## src/design/sal_pkg.sv

```systemverilog
`timescale 1ns / 1ps
// ----------------------------------------------------------------------------
// sal_pkg
// Shared types, constants and the CORDIC step-angle table for the steering
// angle unit.
// ----------------------------------------------------------------------------
package sal_pkg;

    // coordinate and angle formats
    localparam int FRAC_BITS      = 8;
    localparam int ANGLE_BITS     = 9;
    localparam int MAG_BITS       = 8;
    localparam int Z_BITS         = 18;
    localparam int ATAN_LEN       = 24;
    localparam int ATAN_IDX_BITS  = 5;
    localparam int RIGHT_ANGLE    = 90;
    localparam int STRAIGHT_ANGLE = 180;

    // line count codes
    localparam logic [1:0] LC_ONE = 2'd1;
    localparam logic [1:0] LC_TWO = 2'd2;

    // configuration register indexes
    localparam logic [1:0] REG_CENTER_X       = 2'd0;
    localparam logic [1:0] REG_BOTTOM_Y       = 2'd1;
    localparam logic [1:0] REG_FALLBACK_ANGLE = 2'd2;

    typedef logic [ATAN_IDX_BITS-1:0] step_idx_t;

    // controller to datapath
    typedef struct packed {
        logic      load;
        logic      step;
        logic      commit;
        step_idx_t step_idx;
    } sal_cmd_t;

    // datapath to controller
    typedef struct packed {
        logic iter_needed;
    } sal_status_t;

    // configuration values
    typedef struct packed {
        logic [7:0] center_x;
        logic [7:0] bottom_y;
        logic [7:0] fallback_angle;
    } sal_cfg_t;

    // atan(2^-i) in degrees, 8 fraction bits, rounded to nearest
    function automatic logic [13:0] atan_q8(input step_idx_t idx);
        logic [13:0] v;
        case (idx)
            5'd0:    v = 14'd11520;
            5'd1:    v = 14'd6801;
            5'd2:    v = 14'd3593;
            5'd3:    v = 14'd1824;
            5'd4:    v = 14'd916;
            5'd5:    v = 14'd458;
            5'd6:    v = 14'd229;
            5'd7:    v = 14'd115;
            5'd8:    v = 14'd57;
            5'd9:    v = 14'd29;
            5'd10:   v = 14'd14;
            5'd11:   v = 14'd7;
            5'd12:   v = 14'd4;
            5'd13:   v = 14'd2;
            5'd14:   v = 14'd1;
            default: v = 14'd0;
        endcase
        return v;
    endfunction

endpackage

```

## src/design/sal_ctrl.sv

```systemverilog
`timescale 1ns / 1ps
// ----------------------------------------------------------------------------
// sal_ctrl
// Sequencer: takes an item, runs the CORDIC iterations for an item with two
// lines, then commits the result into the output register once it is free.
// ----------------------------------------------------------------------------
module sal_ctrl #(
    parameter int CORDIC_STEPS = 16
) (
    input  logic                 clk,
    input  logic                 rst_n,
    input  logic                 in_valid,
    output logic                 in_stall,
    output logic                 out_valid,
    input  logic                 out_stall,
    input  sal_pkg::sal_status_t status,
    output sal_pkg::sal_cmd_t    cmd
);
    import sal_pkg::*;

    localparam int NSTEPS = (CORDIC_STEPS < ATAN_LEN) ? CORDIC_STEPS : ATAN_LEN;
    localparam int IW     = (NSTEPS > 1) ? $clog2(NSTEPS) : 1;

    typedef enum logic [1:0] {
        ST_IDLE,
        ST_RUN,
        ST_FINISH
    } state_t;

    state_t          state_reg, state_next;
    logic [IW-1:0]   idx_reg, idx_next;
    logic            out_valid_reg, out_valid_next;
    logic            accept;
    logic            out_free;

    assign accept    = in_valid && (state_reg == ST_IDLE);
    assign out_free  = !out_valid_reg || !out_stall;
    assign in_stall  = (state_reg != ST_IDLE);
    assign out_valid = out_valid_reg;

    // next state and commands
    always_comb
    begin
        state_next     = state_reg;
        idx_next       = idx_reg;
        out_valid_next = out_valid_reg && out_stall;
        cmd.load       = 1'b0;
        cmd.step       = 1'b0;
        cmd.commit     = 1'b0;
        cmd.step_idx   = step_idx_t'(idx_reg);
        case (state_reg)
            ST_IDLE:
            begin
                if (accept)
                begin
                    cmd.load   = 1'b1;
                    idx_next   = '0;
                    state_next = status.iter_needed ? ST_RUN : ST_FINISH;
                end
            end
            ST_RUN:
            begin
                cmd.step = 1'b1;
                idx_next = idx_reg + 1'b1;
                if (idx_reg == IW'(NSTEPS - 1))
                begin
                    state_next = ST_FINISH;
                end
            end
            ST_FINISH:
            begin
                if (out_free)
                begin
                    cmd.commit     = 1'b1;
                    out_valid_next = 1'b1;
                    state_next     = ST_IDLE;
                end
            end
            default:
            begin
                state_next = ST_IDLE;
            end
        endcase
    end

    // state and registered outputs
    always_ff @(posedge clk or negedge rst_n)
    begin
        if (!rst_n)
        begin
            state_reg     <= ST_IDLE;
            idx_reg       <= '0;
            out_valid_reg <= 1'b0;
        end
        else
        begin
            state_reg     <= state_next;
            idx_reg       <= idx_next;
            out_valid_reg <= out_valid_next;
        end
    end

endmodule

```

## src/design/sal_datapath.sv

```systemverilog
`timescale 1ns / 1ps
// ----------------------------------------------------------------------------
// sal_datapath
// Midpoint and vector setup, one shared CORDIC vectoring stage used once per
// step, restore-angle rule, and the held angle / output registers.
// ----------------------------------------------------------------------------
module sal_datapath #(
    parameter int COORD_BITS = 8
) (
    input  logic                      clk,
    input  logic                      rst_n,
    input  sal_pkg::sal_cmd_t         cmd,
    output sal_pkg::sal_status_t      status,
    input  sal_pkg::sal_cfg_t         cfg,
    input  logic [1:0]                line_count,
    input  logic [7:0]                first_end_x,
    input  logic [7:0]                first_end_y,
    input  logic [7:0]                second_end_x,
    input  logic [7:0]                second_end_y,
    input  logic                      first_present,
    input  logic                      second_present,
    input  logic [7:0]                third_start_x,
    output logic signed [sal_pkg::ANGLE_BITS-1:0] steer_deg,
    output logic                      angle_updated
);
    import sal_pkg::*;

    localparam int         CW    = (COORD_BITS < 8) ? COORD_BITS : 8;
    localparam logic [7:0] CMASK = 8'((9'd1 << CW) - 9'd1);
    localparam int         W     = 8 + FRAC_BITS + 4;

    // coordinate setup
    logic [7:0]         x0, y0, x1, y1;
    logic [8:0]         sum_x, sum_y;
    logic [7:0]         mx, my;
    logic signed [8:0]  dx, dy;
    logic [7:0]         ay, ady;

    assign x0    = first_end_x & CMASK;
    assign y0    = first_end_y & CMASK;
    assign x1    = second_end_x & CMASK;
    assign y1    = second_end_y & CMASK;
    assign sum_x = {1'b0, x0} + {1'b0, x1};
    assign sum_y = {1'b0, y0} + {1'b0, y1};
    assign mx    = sum_x[8:1];
    assign my    = sum_y[8:1];
    assign dx    = $signed({1'b0, mx}) - $signed({1'b0, cfg.center_x});
    assign dy    = $signed({1'b0, cfg.bottom_y}) - $signed({1'b0, my});
    assign ay    = dx[8] ? 8'(-dx) : dx[7:0];
    assign ady   = dy[8] ? 8'(-dy) : dy[7:0];

    assign status.iter_needed = (line_count == LC_TWO);

    // restore-angle rule for a single line
    logic [7:0]                  r_mag;
    logic                        r_pos;
    logic signed [ANGLE_BITS-1:0] r_angle;

    assign r_mag = (cfg.fallback_angle > 8'(STRAIGHT_ANGLE)) ? 8'(STRAIGHT_ANGLE)
                                                              : cfg.fallback_angle;
    always_comb
    begin
        if (first_present)
            r_pos = 1'b0;
        else if (second_present)
            r_pos = 1'b1;
        else
            r_pos = (third_start_x >= cfg.center_x);
    end
    assign r_angle = r_pos ? $signed({1'b0, r_mag}) : -$signed({1'b0, r_mag});

    // item registers
    logic [1:0]                   mode_reg;
    logic                         dx_neg_reg, dy_neg_reg, ay_zero_reg, dy_zero_reg;
    logic signed [ANGLE_BITS-1:0] r_angle_reg;
    logic signed [W-1:0]          x_reg, y_reg;
    logic signed [Z_BITS-1:0]     z_reg;

    // one CORDIC vectoring step
    logic signed [W-1:0]      x_sh, y_sh, x_next, y_next;
    logic signed [Z_BITS-1:0] z_next, step_ang;

    assign x_sh     = x_reg >>> cmd.step_idx;
    assign y_sh     = y_reg >>> cmd.step_idx;
    assign step_ang = $signed({{(Z_BITS-14){1'b0}}, atan_q8(cmd.step_idx)});

    always_comb
    begin
        if (!y_reg[W-1])
        begin
            x_next = x_reg + y_sh;
            y_next = y_reg - x_sh;
            z_next = z_reg + step_ang;
        end
        else
        begin
            x_next = x_reg - y_sh;
            y_next = y_reg + x_sh;
            z_next = z_reg - step_ang;
        end
    end

    always_ff @(posedge clk)
    begin
        if (cmd.load)
        begin
            mode_reg    <= line_count;
            dx_neg_reg  <= dx[8];
            dy_neg_reg  <= dy[8];
            ay_zero_reg <= (ay == 8'd0);
            dy_zero_reg <= (dy == 9'sd0);
            r_angle_reg <= r_angle;
            if (!dy[8])
            begin
                x_reg <= $signed(W'({ady, {FRAC_BITS{1'b0}}}));
                y_reg <= $signed(W'({ay, {FRAC_BITS{1'b0}}}));
                z_reg <= '0;
            end
            else
            begin
                x_reg <= $signed(W'({ay, {FRAC_BITS{1'b0}}}));
                y_reg <= $signed(W'({ady, {FRAC_BITS{1'b0}}}));
                z_reg <= Z_BITS'(RIGHT_ANGLE << FRAC_BITS);
            end
        end
        else if (cmd.step)
        begin
            x_reg <= x_next;
            y_reg <= y_next;
            z_reg <= z_next;
        end
    end

    // final magnitude with special cases and clamp
    logic [Z_BITS-FRAC_BITS-1:0]  z_whole;
    logic [MAG_BITS-1:0]          mag;
    logic signed [ANGLE_BITS-1:0] v_angle;

    assign z_whole = z_reg[Z_BITS-1:FRAC_BITS];

    always_comb
    begin
        if (ay_zero_reg)
            mag = dy_neg_reg ? MAG_BITS'(STRAIGHT_ANGLE) : '0;
        else if (dy_zero_reg)
            mag = MAG_BITS'(RIGHT_ANGLE);
        else if (z_reg[Z_BITS-1])
            mag = '0;
        else if (z_whole > (Z_BITS-FRAC_BITS)'(STRAIGHT_ANGLE))
            mag = MAG_BITS'(STRAIGHT_ANGLE);
        else
            mag = z_whole[MAG_BITS-1:0];
    end
    assign v_angle = dx_neg_reg ? $signed({1'b0, mag}) : -$signed({1'b0, mag});

    // held angle and output registers
    logic signed [ANGLE_BITS-1:0] steer_deg_reg, steer_deg_next;
    logic                         angle_updated_reg, angle_updated_next;

    always_comb
    begin
        case (mode_reg)
            LC_TWO:
            begin
                steer_deg_next     = v_angle;
                angle_updated_next = 1'b1;
            end
            LC_ONE:
            begin
                steer_deg_next     = r_angle_reg;
                angle_updated_next = 1'b1;
            end
            default:
            begin
                steer_deg_next     = steer_deg_reg;
                angle_updated_next = 1'b0;
            end
        endcase
    end

    always_ff @(posedge clk or negedge rst_n)
    begin
        if (!rst_n)
        begin
            steer_deg_reg     <= '0;
            angle_updated_reg <= 1'b0;
        end
        else if (cmd.commit)
        begin
            steer_deg_reg     <= steer_deg_next;
            angle_updated_reg <= angle_updated_next;
        end
    end

    assign steer_deg     = steer_deg_reg;
    assign angle_updated = angle_updated_reg;

endmodule

```

## src/design/steer_angle_from_lane_lines_unit.sv

```systemverilog
`timescale 1ns / 1ps
// ----------------------------------------------------------------------------
// steer_angle_from_lane_lines_unit
// Steering angle from the chosen lane lines of one frame, with an APB port for
// centerline, bottom row and restore angle.
// With two lines an accepted item runs through the CORDIC iterations on the
// single iterative CORDIC stage before its result is committed; otherwise it
// goes straight to the commit, which waits while the result is stalled.
// One item is worked on at a time; a new item is taken only after the last
// result is committed.
// Reset: asynchronous, clears the held angle to 0 and restores the register
// defaults (center 39, bottom 51, restore 30); no clearing pass.
// ----------------------------------------------------------------------------
module steer_angle_from_lane_lines_unit #(
    parameter int COORD_BITS   = 8,
    parameter int CORDIC_STEPS = 16
) (
    input  logic                                   clk,
    input  logic                                   rst_n,
    // input items
    input  logic                                   in_valid,
    output logic                                   in_stall,
    input  logic [1:0]                             line_count,
    input  logic [7:0]                             first_end_x,
    input  logic [7:0]                             first_end_y,
    input  logic [7:0]                             second_end_x,
    input  logic [7:0]                             second_end_y,
    input  logic                                   first_present,
    input  logic                                   second_present,
    input  logic [7:0]                             third_start_x,
    // result items
    output logic                                   out_valid,
    input  logic                                   out_stall,
    output logic signed [sal_pkg::ANGLE_BITS-1:0]  steer_deg,
    output logic                                   angle_updated,
    // configuration
    input  logic                                   psel,
    input  logic                                   penable,
    input  logic                                   pwrite,
    input  logic [3:0]                             paddr,
    input  logic [31:0]                            pwdata,
    output logic [31:0]                            prdata,
    output logic                                   pready
);
    import sal_pkg::*;

    logic [7:0]  center_x_reg, bottom_y_reg, fallback_angle_reg;
    logic [1:0]  reg_idx;
    logic        wr_en;
    sal_cfg_t    cfg;
    sal_cmd_t    cmd;
    sal_status_t status;

    // register file
    assign pready  = 1'b1;
    assign reg_idx = paddr[3:2];
    assign wr_en   = psel && penable && pwrite;

    always_ff @(posedge clk or negedge rst_n)
    begin
        if (!rst_n)
        begin
            center_x_reg       <= 8'd39;
            bottom_y_reg       <= 8'd51;
            fallback_angle_reg <= 8'd30;
        end
        else if (wr_en)
        begin
            case (reg_idx)
                REG_CENTER_X:       center_x_reg       <= pwdata[7:0];
                REG_BOTTOM_Y:       bottom_y_reg       <= pwdata[7:0];
                REG_FALLBACK_ANGLE: fallback_angle_reg <= pwdata[7:0];
                default:            ;
            endcase
        end
    end

    // register readback
    always_comb
    begin
        case (reg_idx)
            REG_CENTER_X:       prdata = {24'd0, center_x_reg};
            REG_BOTTOM_Y:       prdata = {24'd0, bottom_y_reg};
            REG_FALLBACK_ANGLE: prdata = {24'd0, fallback_angle_reg};
            default:            prdata = 32'd0;
        endcase
    end

    assign cfg.center_x       = center_x_reg;
    assign cfg.bottom_y       = bottom_y_reg;
    assign cfg.fallback_angle = fallback_angle_reg;

    // sequencer
    sal_ctrl #(
        .CORDIC_STEPS (CORDIC_STEPS)
    ) u_ctrl (
        .clk       (clk),
        .rst_n     (rst_n),
        .in_valid  (in_valid),
        .in_stall  (in_stall),
        .out_valid (out_valid),
        .out_stall (out_stall),
        .status    (status),
        .cmd       (cmd)
    );

    // datapath
    sal_datapath #(
        .COORD_BITS (COORD_BITS)
    ) u_datapath (
        .clk            (clk),
        .rst_n          (rst_n),
        .cmd            (cmd),
        .status         (status),
        .cfg            (cfg),
        .line_count     (line_count),
        .first_end_x    (first_end_x),
        .first_end_y    (first_end_y),
        .second_end_x   (second_end_x),
        .second_end_y   (second_end_y),
        .first_present  (first_present),
        .second_present (second_present),
        .third_start_x  (third_start_x),
        .steer_deg      (steer_deg),
        .angle_updated  (angle_updated)
    );

endmodule

```

## config.mk

```make
export PLATFORM = sky130hd
export DESIGN_NAME = steer_angle_from_lane_lines_unit
export DESIGN_NICKNAME = d
export VERILOG_FILES = /design/src/design/sal_pkg.sv /design/src/design/sal_ctrl.sv /design/src/design/sal_datapath.sv /design/src/design/steer_angle_from_lane_lines_unit.sv
export SDC_FILE = /design/constraint.sdc
export NUM_CORES = 1
export LEC_CHECK = 0
export BUFFER_PORTS_ARGS = -buffer_cell sky130_fd_sc_hd__buf_2
export CORE_ASPECT_RATIO = 1.4
export CORE_MARGIN = 2
export CORE_UTILIZATION = 35
export CTS_CLUSTER_SIZE = 30
export DETAILED_ROUTE_END_ITERATION = 10
export PLACE_DENSITY = 0.58
export RECOVER_POWER = 100
export SYNTH_ARGS = -nofsm -noshare
export SYNTH_HDL_FRONTEND = slang
export SYNTH_SLANG_ARGS = --single-unit
```

## constraint.sdc

```tcl
create_clock -name clk -period 14.1 [get_ports clk]
set_input_delay 2.82 -clock clk [delete_from_list [all_inputs] [get_ports clk]]
set_output_delay 2.82 -clock clk [all_outputs]
set_load 0.05 [all_outputs]
```

# == Yosys cells after proc, flatten, opt, wreduce, memory -nomap -nowiden ==
# Memory sizes are Yosys's and may differ from the RTL's.
# Cells that the tools add are included.
# classes
addsub,15
muxes,41
shift,2
n_eq_ne,11
n_lt_le_gt_ge,3
n_reduce_logical,22
# ops
cell,n
2-to-1 mux 20 bit,6
2-to-1 mux 8 bit,9
2-to-1 mux 18 bit,3
adder 20 bit,2
>>> shifter 20 x 4 -> 20 bit,2
subtractor 20 bit,2
2-to-1 mux 16 bit,2
one-hot mux 8 bit (3 select lines),1
adder 18 x 15 -> 18 bit,1
adder 8 x 8 -> 9 bit,2
negator 8 -> 9 bit,2
one-hot mux 9 bit (2 select lines),1
subtractor 18 x 15 -> 18 bit,1
subtractor 8 x 8 -> 9 bit,2
negator 8 bit,2
2-to-1 mux 15 bit,1
"> comparator 10 x 8 -> 1 bit, second input constant",1
2-to-1 mux 1 bit,10
AND reduction 2 bit,5
logical NOT 9 bit,1
2-to-1 mux 9 bit,1
"equality test 2 bit, second input constant",4
greater-or-equal comparator 8 bit,1
"> comparator 8 bit, second input constant",1
other kinds (16),31
# totals
romBits,224
ff_bits,114
elab_cells,113
out_inout_bits,45
in_bits,87
mem_count,1
# memory_table
name,depth,word_bits,read_ports,rd_clocked_by_memory_dff,wr,line,rtl
(name not given),16,14,1,0,0,sal_pkg.sv:53,case (idx)

# == Logic depth before layout (Yosys ltp) ==
# Gate-level depths: netlist of run 1.
# logic_depth
depth_word,8
depth_mapped,22
depth_no_buf,19

# == Hierarchy ==
# Synthesis of run 1 repeated with hierarchy kept, for this count alone.
# unflattened
cells_unflattened,1519
hier_area_um2,13415.4
# modules_own_cells
module,instances,seq_area_each_um2,cells_per_inst,area_per_inst_um2
sal_datapath,1,2442.3,1371,11703.7
steer_angle_from_lane_lines_unit,1,615.6,108,1348.8
sal_ctrl,1,175.2,40,362.8

# == Worst setup path after synthesis of run 1 ==
# OpenSTA, ideal clock, no wires.
# synth_path
kind,in2out
startpoint,input paddr[2]
endpoint,output prdata[0]
required_time_ns,11.280
stages,3
t_arrival_ns,4.450
setup_slack_ns,6.830
cell_sequence,buf_1 mux2i_1 o21ai_0
# synth_via
elab_chain_len,2
word_cells_on_any_way,4
cone_classes,2 x eq/ne; 1 x mux; 1 x reduce/logical
# synth_rtl
element,line,rtl
"start, declared",steer_angle_from_lane_lines_unit.sv:40,"input logic [3:0] paddr,"
equality test 2 bit (tied with other cells),steer_angle_from_lane_lines_unit.sv:81,case (reg_idx)
one-hot mux 8 bit (3 select lines) (*),steer_angle_from_lane_lines_unit.sv:81,
"end, declared",steer_angle_from_lane_lines_unit.sv:42,"output logic [31:0] prdata,"
# Every way passes the cells marked *; elsewhere a longest branch is shown, timed or not.

# == Final worst setup path of run 1 ==
# layout_path
startpoint,register u_ctrl.idx_reg[3]
endpoint,register u_datapath.x_reg[19] (data pin)
# layout_via
elab_chain_len,5
word_cells_on_any_way,6
cone_classes,2 x add/sub; 1 x shift; 3 x mux
# layout_rtl
element,line,rtl
"start, declared",sal_ctrl.sv:31,"logic [IW-1:0] idx_reg, idx_next;"
"start signal, assigned",sal_ctrl.sv:98,idx_reg <= idx_next;
>>> shifter 20 x 4 -> 20 bit (*),sal_datapath.sv:84,assign y_sh = y_reg >>> cmd.step_idx;
adder 20 bit / subtractor 20 bit (equally long branches),"sal_datapath.sv:91, sal_datapath.sv:97",
2-to-1 mux 20 bit (*),sal_datapath.sv:89,if (!y_reg[W-1])
2-to-1 mux 20 bit (*),sal_datapath.sv:126,else if (cmd.step)
2-to-1 mux 20 bit (*),sal_datapath.sv:105,if (cmd.load)
"end signal, assigned",sal_datapath.sv:115,"x_reg <= $signed(W'({ady, {FRAC_BITS{1'b0}}}));"
"end signal, assigned",sal_datapath.sv:121,"x_reg <= $signed(W'({ay, {FRAC_BITS{1'b0}}}));"
"end signal, assigned",sal_datapath.sv:128,x_reg <= x_next;
"end, declared",sal_datapath.sv:76,"logic signed [W-1:0] x_reg, y_reg;"
# Every way passes the cells marked *; elsewhere a longest branch is shown, timed or not. The select of a mux whose other input is x is not followed.
# A chain may end at the register's enable or synchronous reset.

==> flow_summary.yaml, run 1 <==
cts:
  postCtsHoldBufs: 0
  clock_path_buffers: 2
  clock_sinks: 114
  clk_pin_slew_ns: 0.06
  cts-root-buf: "clkbuf_16"
  numCtsBuffers: 17
  clkLatencyLatePin_ns: 0.45
  cts.repair.resized: 0
  htree_levels: 4
  tritoncts: "done"
  postCtsSetupRepairBufs: 0
timing:
  hold_ws_ns: 0.4862
  maxSlewViolCount: 273
  fmax_ghz: 0.1017
  worst_pin_slew_ns: 3.600
  final-hold-violation-count: 0
  rsz0062_at_grt: "no"
  finalSetupViolCount: 0
  final.setup_skew_ns: 0.01765
  slew-limit-headroom_pct: -140.0
  worst_slack_ns: 4.267
  finalCritPeriodShare_pct: 69.74
  finalSetupTns_ns: 0
  post-route-min-period_ns: 9.833
place:
  gp_congestion: 0.9503
  portBuffers: 80
  place_ws_ns: 7.159
  dp_hpwl_um: 29020
worst_hold_path:
  hold_path.class: "flip-flop to flip-flop"
  hold_path_startpoint: "u_datapath.steer_deg[0]"
global_routing:
  grt_pass1_vias: 11280
  grt_start_max_net_pins: 68
  antenna_found_initial: 0
  grt_overflow: 0
  grt_pass1_wl_um: 60440
  grtUsageTotal_pct: 19.25
critical_path:
  timing.rr.start: "u_ctrl.idx_reg[3]"
  crit_start: "u_ctrl.idx_reg[3]"
  max_stage_delay_ns: 2.14
  regToRegSetupSlack_ns: 4.27
  path_class: "flip-flop to flip-flop"
  critPathLaunchType: "flip-flop"
  crit_buf_inv: 4
  arrival_ns: 10.03
  crit_fanout: 65
  path_common_cell: "a21o_1"
  cp_data_required_time_ns: 14.29
  cp_top_family: "buffers and inverters"
  crit_slowest_cell: "clkbuf_1"
  critPathCaptureType: "flip-flop"
  crit_chain: "clkbuf_1 > clkinv_1 > clkbuf_1 > o21ai_0 > a21o_1 > ha_1 > inv_1 > a2111oi_0 > nand2_1 > or2_2 > a21oi_1 > o32ai_1 > ha_1 > a21o_1 > a21o_1 > a211oi_1 > o21ai_0 > o211ai_1 > xnor3_1 > and2_0"
die:
  start_util_pct: 35.47
  core-area_um2: 37520
  die_x_um: 168.8
  rows: 84
  die_y_um: 234.7
  die_area_um2: 39620
  io_pins: 132
synthesis:
  synthFlopType: "edfxtp_1"
  yosys_warnings: 0
  postSynthCellCount: 1505
  synth_edf_count: 73
  async_flop_share_pct: 35.96
  yosysSeqAreaShare_pct: 24.29
  yosys.cell_types.count: 90
  synth_area_per_cell_um2: 8.843
  synth_area_um2: 13310
  ys_seq_elements: 114
outcome:
  status: "finished with violations"
  violations: "capacitance limit, slew limit"
layout:
  num_antenna_cells: 0
  post-route-util_pct: 38.66
  layout-drive-gt1-share_pct: 12.57
  area_growth_pct: 8.978
  final_net_count: 1756
detailed_routing:
  routed-via-count: 11760
  via_per_inst: 5.764
  drc: 0
  drt_first_iter_violations: 718
  antenna_left: 0
  wl_per_cell_um: 18.83
  firstDrtPassIters: 7
  wirelength_um: 38420
run:
  drv_cap: 7
cell usage after synthesis (26+ instances only):
| cell | number | area, um^2 |
|---|---|---|
| edfxtp_1 | 73 | 2192 |
| buf_4 | 33 | 247.7 |
| clkbuf_1 | 28 | 105.1 |
| o21ai_0 | 100 | 500.5 |
| mux4_2 | 42 | 945.9 |
| dfrtp_1 | 29 | 725.7 |
| nor3_1 | 46 | 230.2 |
| inv_1 | 75 | 281.5 |
| a21oi_1 | 104 | 520.5 |
| nor2_1 | 124 | 465.5 |
| xor2_1 | 54 | 473.0 |
| a21o_1 | 30 | 225.2 |
| nand2_1 | 126 | 473.0 |
| mux2i_1 | 50 | 500.5 |
| mux2_2 | 26 | 292.8 |
| o21a_1 | 26 | 195.2 |
| ha_1 | 108 | 1351 |
| xnor2_1 | 54 | 473.0 |
path summary, 6_finish.rpt:
kind                       depth (start not counted)                       to
setup reg to reg                                  20     u_datapath.x_reg[19]
setup / recovery                                  20     u_datapath.x_reg[19]
min in group asynchronous                          1  u_datapath.steer_deg[0]
max in group asynchronous                          1        u_ctrl.idx_reg[3]
hold reg to reg                                    2  u_datapath.steer_deg[0]
hold / removal                                     2  u_datapath.steer_deg[0]
metal layers:
metal	track usage [%]	up-vias	routed length, um
met2	34.61	400	19670
met4	11.65	0	2088
met5	0	-	0
li1	-	5645	-
met1	21.72	5600	15130
met3	2.021	113	1526
layout make-up:
class	instances	area [um^2]
clock buffers	18	439.2
clock inverters	14	175.2
fillers	3724	23020
inverters	78	294.0
multi-input cells	1249	9325
flip-flops and latches	114	3238
well taps	473	591.8
repair buffers	94	440.4
per-stage QoR:
stage               area (um^2)  instances
floorplan                 13400       1528
global placement          13990       2008
CTS                       14600       2040
detailed placement        13990       2008
finish                    14500       2040
global route              14500       2040
layout by cell type (no fill, tap or decap), types with 15 or more instances in the layout:
cell       netlist  final
nor2_1         124    124
nand2_1        126    126
nor3_1          46     47
ha_1           108    108
nor2b_1         22     22
mux4_2          42     42
mux2i_1         50     50
buf_2           14     55
clkbuf_1        28     34
dfrtp_1         29     25
a21o_1          30     30
edfxtp_1        73     73
mux2_2          26     26
conb_1           2     25
a211oi_1        22     22
xnor2_1         54     54
inv_1           75     74
a31oi_1         16     16
nand3_1         19     20
and3_1          15     15
clkbuf_16        0     17
o21a_1          26     26
o21ai_0        100    101
nand2b_1        20     20
a21oi_1        104    104
xor2_1          54     54
worst min-delay path: stages, from the launching register on:
cell	delay, ns
dfrtp_1	0.34
nand2_1	0.05
o21ai_0	0.06
logic make-up (layout without fill, tap and decap cells):
family | Yosys count | in the layout | synth area share [%]
AO/OA/AOI/OAI | 427 | 427 | 20.83
XOR/XNOR | 109 | 109 | 7.276
adder cells (fa/ha/maj) | 115 | 115 | 11.21
buffers and inverters | 165 | 204 | 6.026
flip-flops | 114 | 114 | 24.29
multiplexers | 124 | 124 | 13.91
other | 2 | 25 | 0.05643
AND/OR/NAND/NOR | 449 | 449 | 16.40
Power of run 1 is left out: the tool's default activity adds up to more than one toggle a clock period on the data nets, which glitch-free logic cannot reach.
==> run 2: changes to the inputs <==
--- a/config.mk
+++ b/config.mk
@@ -11,7 +11,7 @@
 export CORE_UTILIZATION = 35
 export CTS_CLUSTER_SIZE = 30
 export DETAILED_ROUTE_END_ITERATION = 10
-export PLACE_DENSITY = 0.58
+export PLACE_DENSITY = 0.6
 export RECOVER_POWER = 100
 export SYNTH_ARGS = -nofsm -noshare
 export SYNTH_HDL_FRONTEND = slang
==> constraint.sdc (replaced) <==
create_clock -name clk -period 8.95 [get_ports clk]
set_input_delay 1.79 -clock clk [delete_from_list [all_inputs] [get_ports clk]]
set_output_delay 1.79 -clock clk [all_outputs]
set_load 0.05 [all_outputs]
==> flow_summary.yaml, run 2 (synthesis results as in run 1) <==
outcome:
  status: "finished with violations"
  violations: "capacitance limit, slew limit"
timing:
  finalSetupViolCount: 0
  finalSetupTns_ns: 0
  final.setup_skew_ns: 0.01474
  worst_pin_slew_ns: 3.500
  final-hold-violation-count: 0
  fmax_ghz: 0.1477
  finalCritPeriodShare_pct: 75.65
  maxSlewViolCount: 223
  post-route-min-period_ns: 6.770
  rsz0062_at_grt: "no"
  slew-limit-headroom_pct: -133.4
die:
  start_util_pct: 35.47
  core-area_um2: 37520
  rows: 84
  die_x_um: 168.8
  die_area_um2: 39620
  io_pins: 132
  die_y_um: 234.7
detailed_routing:
  antenna_left: 0
  wl_met1_um: 14670
  wirelength_um: 37990
  drc: 0
  firstDrtPassIters: 7
  routed-wl-met3_um: 1451
  route.met2.wl_um: 19820
  drt_first_iter_violations: 789
  via_per_inst: 5.746
  routed-via-count: 11720
  top_layer: "met4"
  wl_per_cell_um: 18.63
critical_path:
  critPathLaunchType: "flip-flop"
  crit_fanout: 42
  critPathCaptureType: "flip-flop"
  r2r-end: "u_datapath.x_reg[19]"
  cp_data_required_time_ns: 9.15
  r2r_cells: 16
  crit_start: "u_ctrl.idx_reg[1]"
  crit_chain: "buf_4 > mux4_1 > mux2_1 > a211o_1 > a2111oi_4 > nand2_1 > or2_2 > o32ai_1 > ha_1 > a21o_1 > a21o_1 > a211oi_1 > o21ai_0 > o211ai_1 > xnor3_1 > and2_1"
  timing.rr.start: "u_ctrl.idx_reg[1]"
  path_class: "flip-flop to flip-flop"
  path_common_cell: "a21o_1"
  arrival_ns: 6.97
  crit_slowest_cell: "dfrtp_1"
  max_stage_delay_ns: 1.40
  regToRegSetupSlack_ns: 2.18
cts:
  numCtsBuffers: 17
  clock_sinks: 114
  cts-root-buf: "clkbuf_16"
  postCtsHoldBufs: 0
  postCtsSetupRepairBufs: 0
  clk_pin_slew_ns: 0.07
  clkLatencyLatePin_ns: 0.45
  htree_levels: 4
  cts.repair.resized: 0
  clock_path_buffers: 2
  tritoncts: "done"
layout:
  final_net_count: 1755
  fill_cells: 3749
  design_area_um2: 14490
  num_antenna_cells: 0
  post-route-util_pct: 38.63
  layout-drive-gt1-share_pct: 12.71
  layout_common_cells: "nand2_1, nor2_1, ha_1"
  area_growth_pct: 8.893
  layout_commonest_cell: "nand2_1"
place:
  portBuffers: 80
  dp_hpwl_um: 29100
  postPlaceCellArea_um2: 13980
  gp_congestion: 0.9277
global_routing:
  grt_overflow: 0
  grt_pass1_wl_um: 60500
  grt_pass1_vias: 11390
  grtUsageTotal_pct: 19.25
  antenna_found_initial: 0
  grt_start_max_net_pins: 68
worst_hold_path:
  min_to: "u_datapath.steer_deg[4]"
  hold_path.class: "flip-flop to flip-flop"
  hold_path_startpoint: "u_datapath.steer_deg[4]"
  min_path_cells: 2
run:
  drv_cap: 5
==> run 2: cell count changes in the layout (fill, tap and decap cells not counted), sizes merged <==
cell	before	now
buf	60	62
clkinvlp	2	3
clkinv	8	5
bufinv	3	1
clkbuf	52	48
inv	79	84
==> run 2: area by class of cell <==
class | instances | area (um^2) | area share (%)
repair buffers | 93 | 444.2 | 3.065
clock inverters | 15 | 147.6 | 1.019
multi-input cells | 1249 | 9354 | 64.54
inverters | 78 | 292.8 | 2.020
flip-flops and latches | 114 | 3237 | 22.33
well taps | 473 | 591.8 | 4.084
clock buffers | 17 | 425.4 | 2.935
==> run 2: critical path: cells and delay by family (launching register included) <==
family          cells  cell delay (ns)
flops               1             1.40
fa+ha+maj           1             0.33
buf+inv             1             0.51
simple gates        3             0.66
compound gates      8             2.22
mux                 2             1.03
xor+xnor            1             0.33
==> run 2: per-layer routing <==
layer,GRT usage [%],vias to the layer above
met5,0,-
met4,10.45,0
met3,2.796,107
met2,35.31,346
met1,21.13,5610
li1,-,5654
==> run 2: how the worst max path moves through the flow <==
stage	endpoint	slack [ns]	cells past startpoint
after floorplan	prdata[0]	3.74	3
after global placement	u_datapath.x_reg[19]	2.85	17
after detailed placement	u_datapath.x_reg[19]	2.79	17
final	u_datapath.x_reg[19]	2.18	16
after CTS	u_datapath.x_reg[19]	2.78	17
after global routing	u_datapath.y_reg[19]	1.70	18
==> run 2: stage by stage <==
| step | hold WS [ns] | instances | setup WS (ns) |
|---|---|---|---|
| after global routing | 0.5109 | 2039 | 1.702 |
| final | 0.4885 | 2039 | 2.180 |
| after detailed placement | 0.4729 | 2007 | 2.790 |
| after CTS | 0.4869 | 2039 | 2.779 |
| after global placement | 0.4640 | 2007 | 2.853 |
| after floorplan | 0.5055 | 1528 | 3.740 |
Power of run 2 is left out for the same reason.
